[src/design/assert_macros.svh]
// Assertion macros shared by the block matcher RTL.
// Needs a clock and an active-low reset in scope; no other dependencies.
`ifndef ASSERT_MACROS_SVH
`define ASSERT_MACROS_SVH

// antecedent implies consequent in the same cycle
`define ASSERT_IMPLIES(lbl, clk, rstn, ante, cons) \
	lbl: assert property (@(posedge clk) disable iff (!rstn) (ante) |-> (cons)) \
		else $error("block matcher: implication check failed");

// antecedent implies consequent in the following cycle
`define ASSERT_NEXT(lbl, clk, rstn, ante, cons) \
	lbl: assert property (@(posedge clk) disable iff (!rstn) (ante) |=> (cons)) \
		else $error("block matcher: next-cycle check failed");

// condition must never hold
`define ASSERT_NEVER(lbl, clk, rstn, cond) \
	lbl: assert property (@(posedge clk) disable iff (!rstn) !(cond)) \
		else $error("block matcher: forbidden condition seen");

`endif

[src/design/ssdbm_pkg.sv]
// Package for the SSD block matcher: widths, codes, state enum and the
// command/status structs between controller and datapath. No dependencies.
package ssdbm_pkg;

	localparam int MAX_BLOCKS   = 1024;
	localparam int BLOCK_PIXELS = 16;

	localparam int BLK_W  = $clog2(MAX_BLOCKS);
	localparam int PIX_W  = $clog2(BLOCK_PIXELS);
	localparam int ADDR_W = BLK_W + PIX_W;
	localparam int VAL_W  = 8;
	localparam int SQ_W   = 2 * VAL_W;
	localparam int SSD_W  = 20;
	localparam int TOT_W  = 40;
	localparam int CFG_W  = 11;

	localparam logic [CFG_W-1:0] BLOCKS_RESET = CFG_W'(MAX_BLOCKS);
	localparam logic [PIX_W-1:0] PIX_LAST     = PIX_W'(BLOCK_PIXELS - 1);
	localparam logic [BLK_W-1:0] BLK_LAST     = BLK_W'(MAX_BLOCKS - 1);
	localparam logic [TOT_W-1:0] TOT_MAX      = {TOT_W{1'b1}};
	localparam logic [SSD_W-1:0] SSD_MAX      =
		SSD_W'(BLOCK_PIXELS * ((2**VAL_W - 1) ** 2));

	localparam logic KIND_LOAD  = 1'b0;
	localparam logic KIND_QUERY = 1'b1;

	typedef enum logic [1:0] {
		ST_IDLE,
		ST_SEARCH,
		ST_DRAIN,
		ST_PUBLISH
	} state_t;

	typedef struct packed {
		logic             kind;
		logic [BLK_W-1:0] blk;
		logic [PIX_W-1:0] pos;
		logic [VAL_W-1:0] val;
	} pix_t;

	typedef struct packed {
		logic wr_ref;
		logic wr_query;
		logic start;
		logic issue;
		logic publish;
	} cmd_t;

	typedef struct packed {
		logic issue_last;
		logic search_done;
	} stat_t;

endpackage

[src/design/ssdbm_ctrl.sv]
// Controller FSM: input handshake, search sequencing and result publishing.
// Depends on ssdbm_pkg.
module ssdbm_ctrl import ssdbm_pkg::*; (
	input  logic             clk,
	input  logic             arst_n,
	input  logic             in_valid,
	input  logic             in_kind,
	input  logic [PIX_W-1:0] in_pos,
	input  logic             out_ready,
	input  stat_t            stat,
	output logic             in_ready,
	output logic             out_valid,
	output cmd_t             cmd
);

	state_t state_q, state_d;
	logic   out_valid_q;
	logic   in_acc;

	always_ff @(posedge clk or negedge arst_n) begin
		if (!arst_n) begin
			state_q     <= ST_IDLE;
			out_valid_q <= 1'b0;
		end else begin
			state_q <= state_d;
			if (cmd.publish) begin
				out_valid_q <= 1'b1;
			end else if (out_ready) begin
				out_valid_q <= 1'b0;
			end
		end
	end

	assign in_acc    = in_valid && in_ready;
	assign out_valid = out_valid_q;

	always_comb begin
		state_d  = state_q;
		cmd      = '0;
		in_ready = 1'b0;
		unique case (state_q)
			ST_IDLE: begin
				in_ready = 1'b1;
				if (in_acc) begin
					cmd.wr_ref   = (in_kind == KIND_LOAD);
					cmd.wr_query = (in_kind == KIND_QUERY);
					if (in_kind == KIND_QUERY && in_pos == PIX_LAST) begin
						cmd.start = 1'b1;
						state_d   = ST_SEARCH;
					end
				end
			end
			ST_SEARCH: begin
				cmd.issue = 1'b1;
				if (stat.issue_last) begin
					state_d = ST_DRAIN;
				end
			end
			ST_DRAIN: begin
				if (stat.search_done) begin
					state_d = ST_PUBLISH;
				end
			end
			ST_PUBLISH: begin
				// wait for the output register to free up
				if (!out_valid_q || out_ready) begin
					cmd.publish = 1'b1;
					state_d     = ST_IDLE;
				end
			end
			default: state_d = ST_IDLE;
		endcase
	end

endmodule

[config.mk]
export PLATFORM = sky130hd
export DESIGN_NAME = ssdbm_ctrl
export DESIGN_NICKNAME = d
export VERILOG_FILES = /design/src/design/assert_macros.svh /design/src/design/ssdbm_pkg.sv /design/src/design/ssdbm_ctrl.sv
export SDC_FILE = /design/constraint.sdc
export NUM_CORES = 1
export LEC_CHECK = 0
export BUFFER_PORTS_ARGS = -buffer_cell sky130_fd_sc_hd__buf_2
export CAP_MARGIN = 20
export CORE_AREA = 2 2 39 41
export CTS_CLUSTER_SIZE = 24
export DETAILED_ROUTE_END_ITERATION = 10
export DIE_AREA = 0 0 41 43
export GPL_ROUTABILITY_DRIVEN = 0
export SETUP_SLACK_MARGIN = 0.02
export SYNTH_ARGS = -nofsm -noshare
export SYNTH_HDL_FRONTEND = slang
export SYNTH_SLANG_ARGS = --single-unit
[constraint.sdc]
create_clock -name clk -period 3.6 [get_ports clk]
set_clock_uncertainty 0.2 [all_clocks]
set_input_delay 0.18 -clock clk [delete_from_list [all_inputs] [get_ports clk]]
set_output_delay 0.18 -clock clk [all_outputs]
set_load 0.02 [all_outputs]
Yosys cells after proc, flatten, opt, wreduce, memory -nomap -nowiden
Cells that the tools add are included.
{ "word_totals": {"register_bits": 3, "input_bits": 11, "output_inout_bits": 7, "elab_cells": 34} }
{ "op_classes": {"eq_ne": 9, "muxes": 15, "bitwise": 1, "n_reduce_logical": 7} }
{ "op_table": {"columns": ["cell", "count"], "rows": [
  ["two-way mux 2 bit", 5],
  ["inequality test 2 bit (second input constant)", 5],
  ["case mux 2 bit (4 select lines)", 1],
  ["two-way mux 1 bit", 7],
  ["two-way mux 3 bit", 2],
  ["AND reduction 5 bit", 1],
  ["== test 2 bit (second input constant)", 2],
  ["== test 4 bit (second input constant)", 1],
  ["== test 2 x 1 -> 1 bit (second input constant)", 1],
  ["logical AND 1 bit", 2],
  ["logical NOT 2 bit", 1],
  ["nonzero test 2 bit", 1],
  ["logical NOT 1 bit", 1],
  ["logical OR 1 bit", 1],
  ["inverter 1 bit", 1]
]} }

Depth between registers and ports, before layout
Gate-level depths: netlist of the first run.
{ "logic_depth": {"ltp_word": 5, "ltp_mapped": 5, "depth_no_buf": 5} }

Worst setup path before layout of the first run
No wires, ideal clock.
{ "synth_timing": {"path_kind": "reg-to-output", "startpoint": "reg state_q[0]", "endpoint": "out cmd[2] (netlist name)", "arrival_ps": 1408, "slack_ps": 1812, "path_stages_with_launch": 5, "cell_sequence": "dfrtp_1 > inv_1 > ha_1 > inv_1 > nor3_1"} }
{ "synth_lines": {"columns": ["element", "line_no", "source"], "rows": [
  ["from (decl)", "ssdbm_ctrl.sv:16", "state_t state_q, state_d;"],
  ["from (signal assigned)", "ssdbm_ctrl.sv:25", "state_q <= state_d;"],
  ["to (decl)", "ssdbm_ctrl.sv:13", "output cmd_t cmd"]
]} }

==> run metrics, run 1 <==
outcome completed; Die Wd 41 microns; Clk network pwr share 0.185; most frequent cells in the layout buf_2, ha_1, inv_1; power density over the cells 790 nW/um^2; I/O Pins 18; worst r2r src state_q[1]$_DFFE_PN0P_; Slew @ Worst Pin 0.227 ns; Synth top area share 0.278; syn avg cell area 9.65 sq um; Post-Syn Area 270 sq um; core footprint 1380 sq um; CP Class flop to primary output; Via Count 260; commonest non-fill, non-tap cell in the layout buf_2; grt ovf 0; area grow syn2layout 52.3%; Initial Utilization 0.195; Seq cells post-synth 3; post-synthesis cell count 28; Yosys Warn Count 0; Root Driver clkbuf_4; Critical Path Start state_q[0]$_DFFE_PN0P_; antenna violations before repair 0; max cap viols 0; pin count of the biggest net entering global routing 6; unrepaired setup endpoints after global routing no; Tmin final 1.81 ns; first-pass GRT wire length 1000 microns; WP data arrival 1.43 ns; internal power 183 uW; final wirelength 578 microns; Synth area leader dfrtp_1; Setup Viol. Count Final 0; critical path capture point type primary output; HP Class input pin to async pin; Row Count 14; CP Launch Type flop; CTS buffer count 3; Via-to-Cell Ratio 3.94; fin crit share 0.503; CTS tree done; Syn Nets 44; clk buf depth 2; design area 412 sq um; synth top area cells dfrtp_1, ha_1, nand2b_1; Rel. slew slack 0.849; Wirelength per Cell 8.76 microns; final core occ 0.297; DRC violations left 0; Ant. Diodes 0; layout cells sized above 1 0.500; vias in the first global route 276; Max Clk Rate 552 MHz; data required time at the worst endpoint 3.22 ns; CTS Sinks 3; VDD IR max 0.000169 V; Net Sw Frac 0.437; post-place instance area 375 sq um; setup TNS 0 ns; Port Buf Inserts 17; crit-path max FO 5; worst-skew pair later-pin latency 0.24 ns; Die Y 43 microns; Slew Viols, Final 0; final net count 67; antenna viol nets, final 0; Sequential Power Share 0.207; LEAKAGE 0.000235 uW; CTS H-tree lvls 1; initial drt markers 1; fillers 147; clock-pin slew of the registers on the worst-case setup and hold paths 0.04 ns; Comb power frac 0.608; P_sw 142 uW; CTS resizes 0; register area share after synthesis 0.278; final hold vios 0; Overall Global Routing Usage 0.0842; die area 1760 sq um; Distinct cells, synth 14; DRT Pass-1 Iters 2
-- metrics by stage --
| stage | hold WS [ns] | power [uW] | setup WS (ns) | std cells |
|---|---|---|---|---|
| finish | 0.0691 | 325 | 1.79 | 66 |
| global route | 0.0684 | 357 | 1.64 | 66 |
| CTS | 0.0631 | 331 | 1.78 | 66 |
| detailed placement | -0.216 | 267 | 1.97 | 61 |
| global placement | -0.217 | 266 | 1.98 | 61 |
| floorplan | -0.316 | 218 | 1.81 | 28 |
-- metal layers --
metal	share of wire	GRT usage	vias up
met5	0	0	-
met4	0.033	0.0800	0
met3	0.026	0.0157	2
met2	0.54	0.134	5
met1	0.40	0.0831	119
li1	-	-	134
-- sequential cells by signal, summed over array words and instances, names as in the netlist --
signal     cells
out_valid      1
state_q        2
-- cell families after synthesis --
logic type / synth area share
AO/OA/AOI/OAI: 0.0880
adder cells (fa/ha/maj): 0.231
buffers and inverters: 0.0555
flip-flops: 0.278
multiplexers: 0.0926
AND/OR/NAND/NOR: 0.255
-- power groups by stage --
stage	clock network (uW)	logic (uW)	registers, uW
floorplan	0	147	71.3
global placement	0	199	66.8
detailed placement	0	199	67.8
CTS	63.3	201	67.4
global route	66.5	219	70.7
finish	60.1	198	67.2
-- synthesized netlist by cell type, drive strengths merged --
cell	number
and2	1
and3	1
dfrtp	3
ha	5
inv	4
mux2	1
mux2i	1
nand2	3
nand2b	3
nand4	1
nor2	2
nor3	1
o2111ai	1
o21ai	1
-- what timing repair did --
action / 4_1_cts / 5_1_grt
endpoints found under the hold margin: 3 / 0
buffers inserted: 0 / 0
hold buffers: 1 / 0
setup endpoints to repair: 0 / 0
-- cell type report --
type	count	area (sq um)	share of cell area
inverters	4	15.0	0.0365
multi-input cells	21	180	0.438
clock buffers	4	26.3	0.0638
flip-flops and latches	3	75.1	0.182
repair buffers	18	95.1	0.231
well taps	16	20.0	0.0486
-- final timing paths --
path                                           to  slack, ns  cells past startpoint
setup / recovery                           cmd[2]       1.79                      5
hold / removal             state_q[0]$_DFFE_PN0P_       0.07                      2
setup reg to reg           state_q[1]$_DFFE_PN0P_       1.96                      5
hold reg to reg             out_valid$_DFFE_PN0P_       0.34                      2
max in group asynchronous   out_valid$_DFFE_PN0P_       3.02                      2
min in group clk            out_valid$_DFFE_PN0P_       0.08                      3
-- critical path: stages, from the launching register on --
cell and delay, ns:
dfrtp_1 0.39, inv_1 0.13, ha_1 0.27, inv_1 0.06, nor3_1 0.16, buf_2 0.19
Note: power is estimated with default switching activity, not from simulation.
==> inputs of run 2 (changes only) <==
- clock period: 3.6 -> 1.7 ns (I/O delays scaled with it)
==> run 2 against run 1 <==
Against the previous run:
- sequential power is 120% higher
- global-route usage fell by 0.28 points
- register-to-register slack worse by 1.8 ns
- die area unchanged
- critical path type unchanged
- critical endpoint unchanged
- largest power group unchanged
==> run metrics, run 2 (synthesis results as in run 1) <==
outcome completed (unchanged); post-place instance area 380 sq um (was 375 sq um); area grow syn2layout 67.1% (was 52.3%); LEAKAGE 0.000242 uW (was 0.000235 uW); worst-skew pair later-pin latency 0.24 ns (about the same); Via Count 276 (was 260); critical path capture point type primary output (unchanged); final wirelength 545 microns (was 578 microns); max reg flops 2 (unchanged); number of cells after detailed placement 61 (unchanged); Root Driver clkbuf_4 (unchanged); most frequent cells in the layout buf_2, ha_1 (was buf_2, ha_1, inv_1); Row Count 14 (unchanged); final net count 69 (was 67); Max Clk Rate 638 MHz; CTS tree done (unchanged); DRT Pass-1 Iters 2 (unchanged); Via-to-Cell Ratio 4.06 (was 3.94); Max stage delay cell, worst path dfrtp_1 (unchanged); grt ovf 0 (unchanged); Biggest register state_q (unchanged); setup TNS 0 ns (unchanged); CP Class flop to primary output (unchanged); clock-pin slew of the registers on the worst-case setup and hold paths 0.04 ns (about the same); CTS Sinks 3 (unchanged); Wirelength per Cell 8.01 microns (was 8.76 microns); final core occ 0.326 (was 0.297); first-pass GRT wire length 834 microns (was 1000 microns); Port Buf Inserts 17 (unchanged); Post-Layout Cell Count 68 (was 66); commonest non-fill, non-tap cell in the layout buf_2 (unchanged); Ant. Diodes 0 (unchanged); I/O Pins 18 (unchanged); Setup Viol. Count Final 0 (unchanged); max cap viols 0 (unchanged); unrepaired setup endpoints after global routing no (unchanged); antenna viol nets, final 0 (unchanged); Post-CTS Setup Repair Bufs 0 (unchanged); post-DP HPWL 450 microns; CTS buffer count 3 (unchanged); Largest delay share family, worst path flip-flops (unchanged); CP Buf/Inv Count 3 (unchanged); WP data arrival 1.28 ns (was 1.43 ns); initial drt markers 5 (was 1); fin crit share 0.922; die area 1760 sq um (unchanged); Die Wd 41 microns (unchanged); data required time at the worst endpoint 1.41 ns (was 3.22 ns); Hold Slack 0.0912 ns (was 0.0691 ns); VDD IR max 0.000301 V (was 0.000169 V); HP Class input pin to flop (was input pin to async pin); CTS H-tree lvls 1 (unchanged); crit-path max FO 5 (unchanged); core footprint 1380 sq um (unchanged); antenna violations before repair 0 (unchanged); Worst path max stage delay 0.40 ns (was 0.39 ns); power density over the cells 1600 nW/um^2 (was 790 nW/um^2); CP Launch Type flop (unchanged); Rel. slew slack 0.850 (was 0.849); vias in the first global route 218 (was 276); Slew @ Worst Pin 0.225 ns (was 0.227 ns); layout cells sized above 1 0.558 (was 0.500); Tmin final 1.57 ns; final hold vios 0 (unchanged); worst-path cell chain inv_2, ha_4, inv_1, nor3_2, buf_4 (was inv_1, ha_1, inv_1, nor3_1, buf_2); design area 452 sq um (was 412 sq um); Die Y 43 microns (unchanged); DRC violations left 0 (unchanged); pin count of the biggest net entering global routing 6 (unchanged); fillers 152 (was 147); clk buf depth 2 (unchanged); Slew Viols, Final 0 (unchanged); Initial Utilization 0.195 (unchanged); Overall Global Routing Usage 0.0814 (was 0.0842)
run 2: metal layers:
layer / wire length, microns / up-vias / share of wire / global-route usage
li1: - / 140 / - / -
met1: 222 / 127 / 0.41 / 0.0710
met2: 286 / 7 / 0.52 / 0.109
met3: 16 / 2 / 0.029 / 0.0471
met4: 21 / 0 / 0.039 / 0.100
met5: 0 / - / 0 / 0
run 2: power breakdown:
group | total, uW | internal [uW] | switching (uW)
clock | 131 | 88.3 | 42.7
combinational | 445 | 203 | 242
sequential | 146 | 111 | 34.2
run 2: final timing paths:
check | from | to | slack, ns | cells past startpoint
max in group asynchronous | arst_n | out_valid$_DFFE_PN0P_ | 0.65 | 3
min | stat[0] | state_q[0]$_DFFE_PN0P_ | 0.09 | 4
max | state_q[0]$_DFFE_PN0P_ | cmd[2] | 0.13 | 5
min in group asynchronous | arst_n | state_q[0]$_DFFE_PN0P_ | 0.51 | 3
max reg2reg | state_q[1]$_DFFE_PN0P_ | state_q[1]$_DFFE_PN0P_ | 0.13 | 5
min reg2reg | out_valid$_DFFE_PN0P_ | out_valid$_DFFE_PN0P_ | 0.36 | 2
run 2: metrics by stage:
stage               setup slack, ns  total power, uW
global route                 0.0389              804
floorplan                    0.0307              465
global placement              0.101              561
CTS                          0.0302              714
detailed placement           0.0822              566
finish                        0.133              722
run 2: what timing repair did:
item,4_1_cts,5_1_grt
gates resized for setup,3,2
hold endpoints to repair,4,0
endpoints found under the setup margin,1,2
hold buffers,3,0
run 2: worst register-to-register path, cell delays in order (launching register included):
cell and delay (ns):
dfrtp_1 0.40, inv_2 0.08, ha_1 0.19, nand2b_1 0.10
o2111ai_2 0.15, mux2_4 0.32
run 2: layout make-up:
type | count | area (sq um) | share of cell area
Multi-Input combinational cell | 21 | 198 | 0.438
Timing Repair Buffer | 20 | 118 | 0.260
Sequential cell | 3 | 75.1 | 0.166
Clock buffer | 4 | 26.3 | 0.0582
Tap cell | 16 | 20.0 | 0.0443
Inverter | 4 | 15.0 | 0.0332
==> inputs of run 3 (changes only) <==
- clock period: 1.7 -> 1.35 ns (I/O delays scaled with it)
==> run 3 against run 2 <==
Against the previous run:
- the flow now finishes with violations (setup timing)
- largest cell class unchanged
- routed wire length increased by 59%
- global-route usage increased by 1.6 points
- worst hold slack got worse by 0.084 ns
- critical endpoint is now state_q[1]$_DFFE_PN0P_
- combinational power increased to 2.7 times the previous value
- sequential power increased by 27%
- register-to-register slack got worse by 0.37 ns
==> run metrics, run 3 (synthesis results as in run 1) <==
antenna violations before repair 0 (unchanged); Rel. slew slack 0.870 (was 0.850); Critical Path Start state_q[0]$_DFFE_PN0P_ (unchanged); clock-pin slew of the registers on the worst-case setup and hold paths 0.04 ns (about the same); Hold Slack 0.00737 ns (was 0.0912 ns); Setup crit end state_q[1]$_DFFE_PN0P_ (was cmd[2]); Wirelength per Cell 10.7 microns (was 8.01 microns); Slew @ Worst Pin 0.195 ns (was 0.225 ns); Slew Viols, Final 0 (unchanged); worst r2r src state_q[0]$_DFFE_PN0P_ (was state_q[1]$_DFFE_PN0P_); total power 1540 uW (was 722 uW); final worst slack -0.236 ns (was 0.133 ns); Max Clk Rate 631 MHz; CTS tree done (unchanged); CP Launch Type flop (unchanged); Setup Viol. Count Final 9 (was 0); Die Y 43 microns (unchanged); critical path capture point type flop (was primary output); area grow syn2layout 143% (was 67.1%); DRC violations left 0 (unchanged); core footprint 1380 sq um (unchanged); Initial Utilization 0.195 (unchanged); DRT Pass-1 Iters 3 (was 2); worst-skew pair later-pin latency 0.23 ns (was 0.24 ns); I/O Pins 18 (unchanged); final core occ 0.474 (was 0.326); LEAKAGE 0.000324 uW (was 0.000242 uW); CTS buffer count 3 (unchanged); Overall Global Routing Usage 0.0972 (was 0.0814); failing checks setup timing; most frequent cells in the layout buf_2, buf_4, buf_6, inv_2 (was buf_2, ha_1); pin count of the biggest net entering global routing 5 (was 6); final net count 82 (was 69); final wirelength 865 microns (was 545 microns); layout cells sized above 1 0.815 (was 0.558); post-DP HPWL 500 microns (was 450 microns); initial drt markers 2 (was 5); Port Buf Inserts 17 (unchanged); die area 1760 sq um (unchanged); grt ovf 0 (unchanged); fin crit share 1.17; Root Driver clkbuf_4 (unchanged); clk buf depth 2 (unchanged); data required time at the worst endpoint 1.26 ns (was 1.41 ns); CP Class flop to flop (was flop to primary output); Via-to-Cell Ratio 4.06 (about the same); Biggest register state_q (unchanged); VDD IR max 0.000734 V (was 0.000301 V); Die Wd 41 microns (unchanged); Tmin final 1.59 ns; antenna viol nets, final 0 (unchanged); Post-Layout Cell Count 81 (was 68); crit-path max FO 3 (was 5); Ant. Diodes 0 (unchanged); outcome finished, violations left (was completed); CTS Sinks 3 (unchanged); fillers 135 (was 152); final hold vios 0 (unchanged); vias in the first global route 324 (was 218); Row Count 14 (unchanged); RR Endpoint state_q[1]$_DFFE_PN0P_ (unchanged); CTS H-tree lvls 1 (unchanged); max reg flops 2 (unchanged); first-pass GRT wire length 1180 microns (was 834 microns); HP Class input pin to flop (unchanged); unrepaired setup endpoints after global routing yes (was no); max cap viols 0 (unchanged); r2r setup slk -0.24 ns (was 0.13 ns); Via Count 329 (was 276); r2r worst-path depth 5 (unchanged); number of cells after detailed placement 64 (was 61); WP data arrival 1.50 ns (was 1.28 ns); power density over the cells 2350 nW/um^2 (was 1600 nW/um^2); pre-CTS setup slack -0.223 ns (was 0.0822 ns)
==> run 3: changes by cell type in the layout (fill, tap and decap cells not counted), moves of 2 or more <==
cell,before,now
ha_2,0,2
nand2b_1,3,1
ha_1,4,1
buf_4,1,11
buf_6,0,9
inv_2,2,4
buf_2,16,11
nand2b_4,0,2
inv_1,2,0
==> run 3: how the worst min path moves through the flow <==
stage          startpoint               endpoint  cells past startpoint
2_1_floorplan      arst_n  out_valid$_DFFE_PN0P_                      0
3_3_place_gp       arst_n  out_valid$_DFFE_PN0P_                      1
3_5_place_dp       arst_n  out_valid$_DFFE_PN0P_                      1
4_1_cts         out_ready  out_valid$_DFFE_PN0P_                      3
5_1_grt         out_ready  out_valid$_DFFE_PN0P_                      3
6_report        out_ready  out_valid$_DFFE_PN0P_                      3
==> run 3: power by group <==
part	internal [uW]	leakage, uW	switching [uW]
registers	140	0.0000358	44.5
logic	702	0.000273	500
clock network	111	0.0000150	45.3
total	953	0.000324	590
==> run 3: cell type report <==
class / instances / area [sq um] / area share
repair buffers: 33 / 259 / 0.395
clock buffers: 4 / 26.3 / 0.0401
well taps: 16 / 20.0 / 0.0305
inverters: 4 / 15.0 / 0.0229
flip-flops and latches: 3 / 75.1 / 0.115
multi-input cells: 21 / 260 / 0.397
==> run 3: critical path, stage by stage (launching register included) <==
cell and delay [ns]:
dfrtp_1 0.40, buf_6 0.12, ha_2 0.18, inv_2 0.05, o2111ai_4 0.21, mux2_4 0.31
==> run 3: per-layer routing <==
layer	up-vias	global-route usage	share of wire
li1	164	-	-
met1	157	0.0927	0.35
met2	8	0.175	0.60
met3	0	0.0471	0.052
met4	0	0.0200	0
met5	-	0	0
==> run 3: what timing repair did <==
item,in CTS,in global routing
setup endpoints to repair,8,9
buffers inserted,10,1
pin swaps,3,4
gates resized for setup,16,10
hold buffers,2,0
hold endpoints to repair,4,0
==> run 3: metrics by stage <==
stage               area [sq um]  TNS (ns)
finish                       656     -1.71
global route                 656     -2.23
CTS                          598     -1.43
detailed placement           430    -0.587
global placement             430    -0.433
floorplan                    303    -0.217
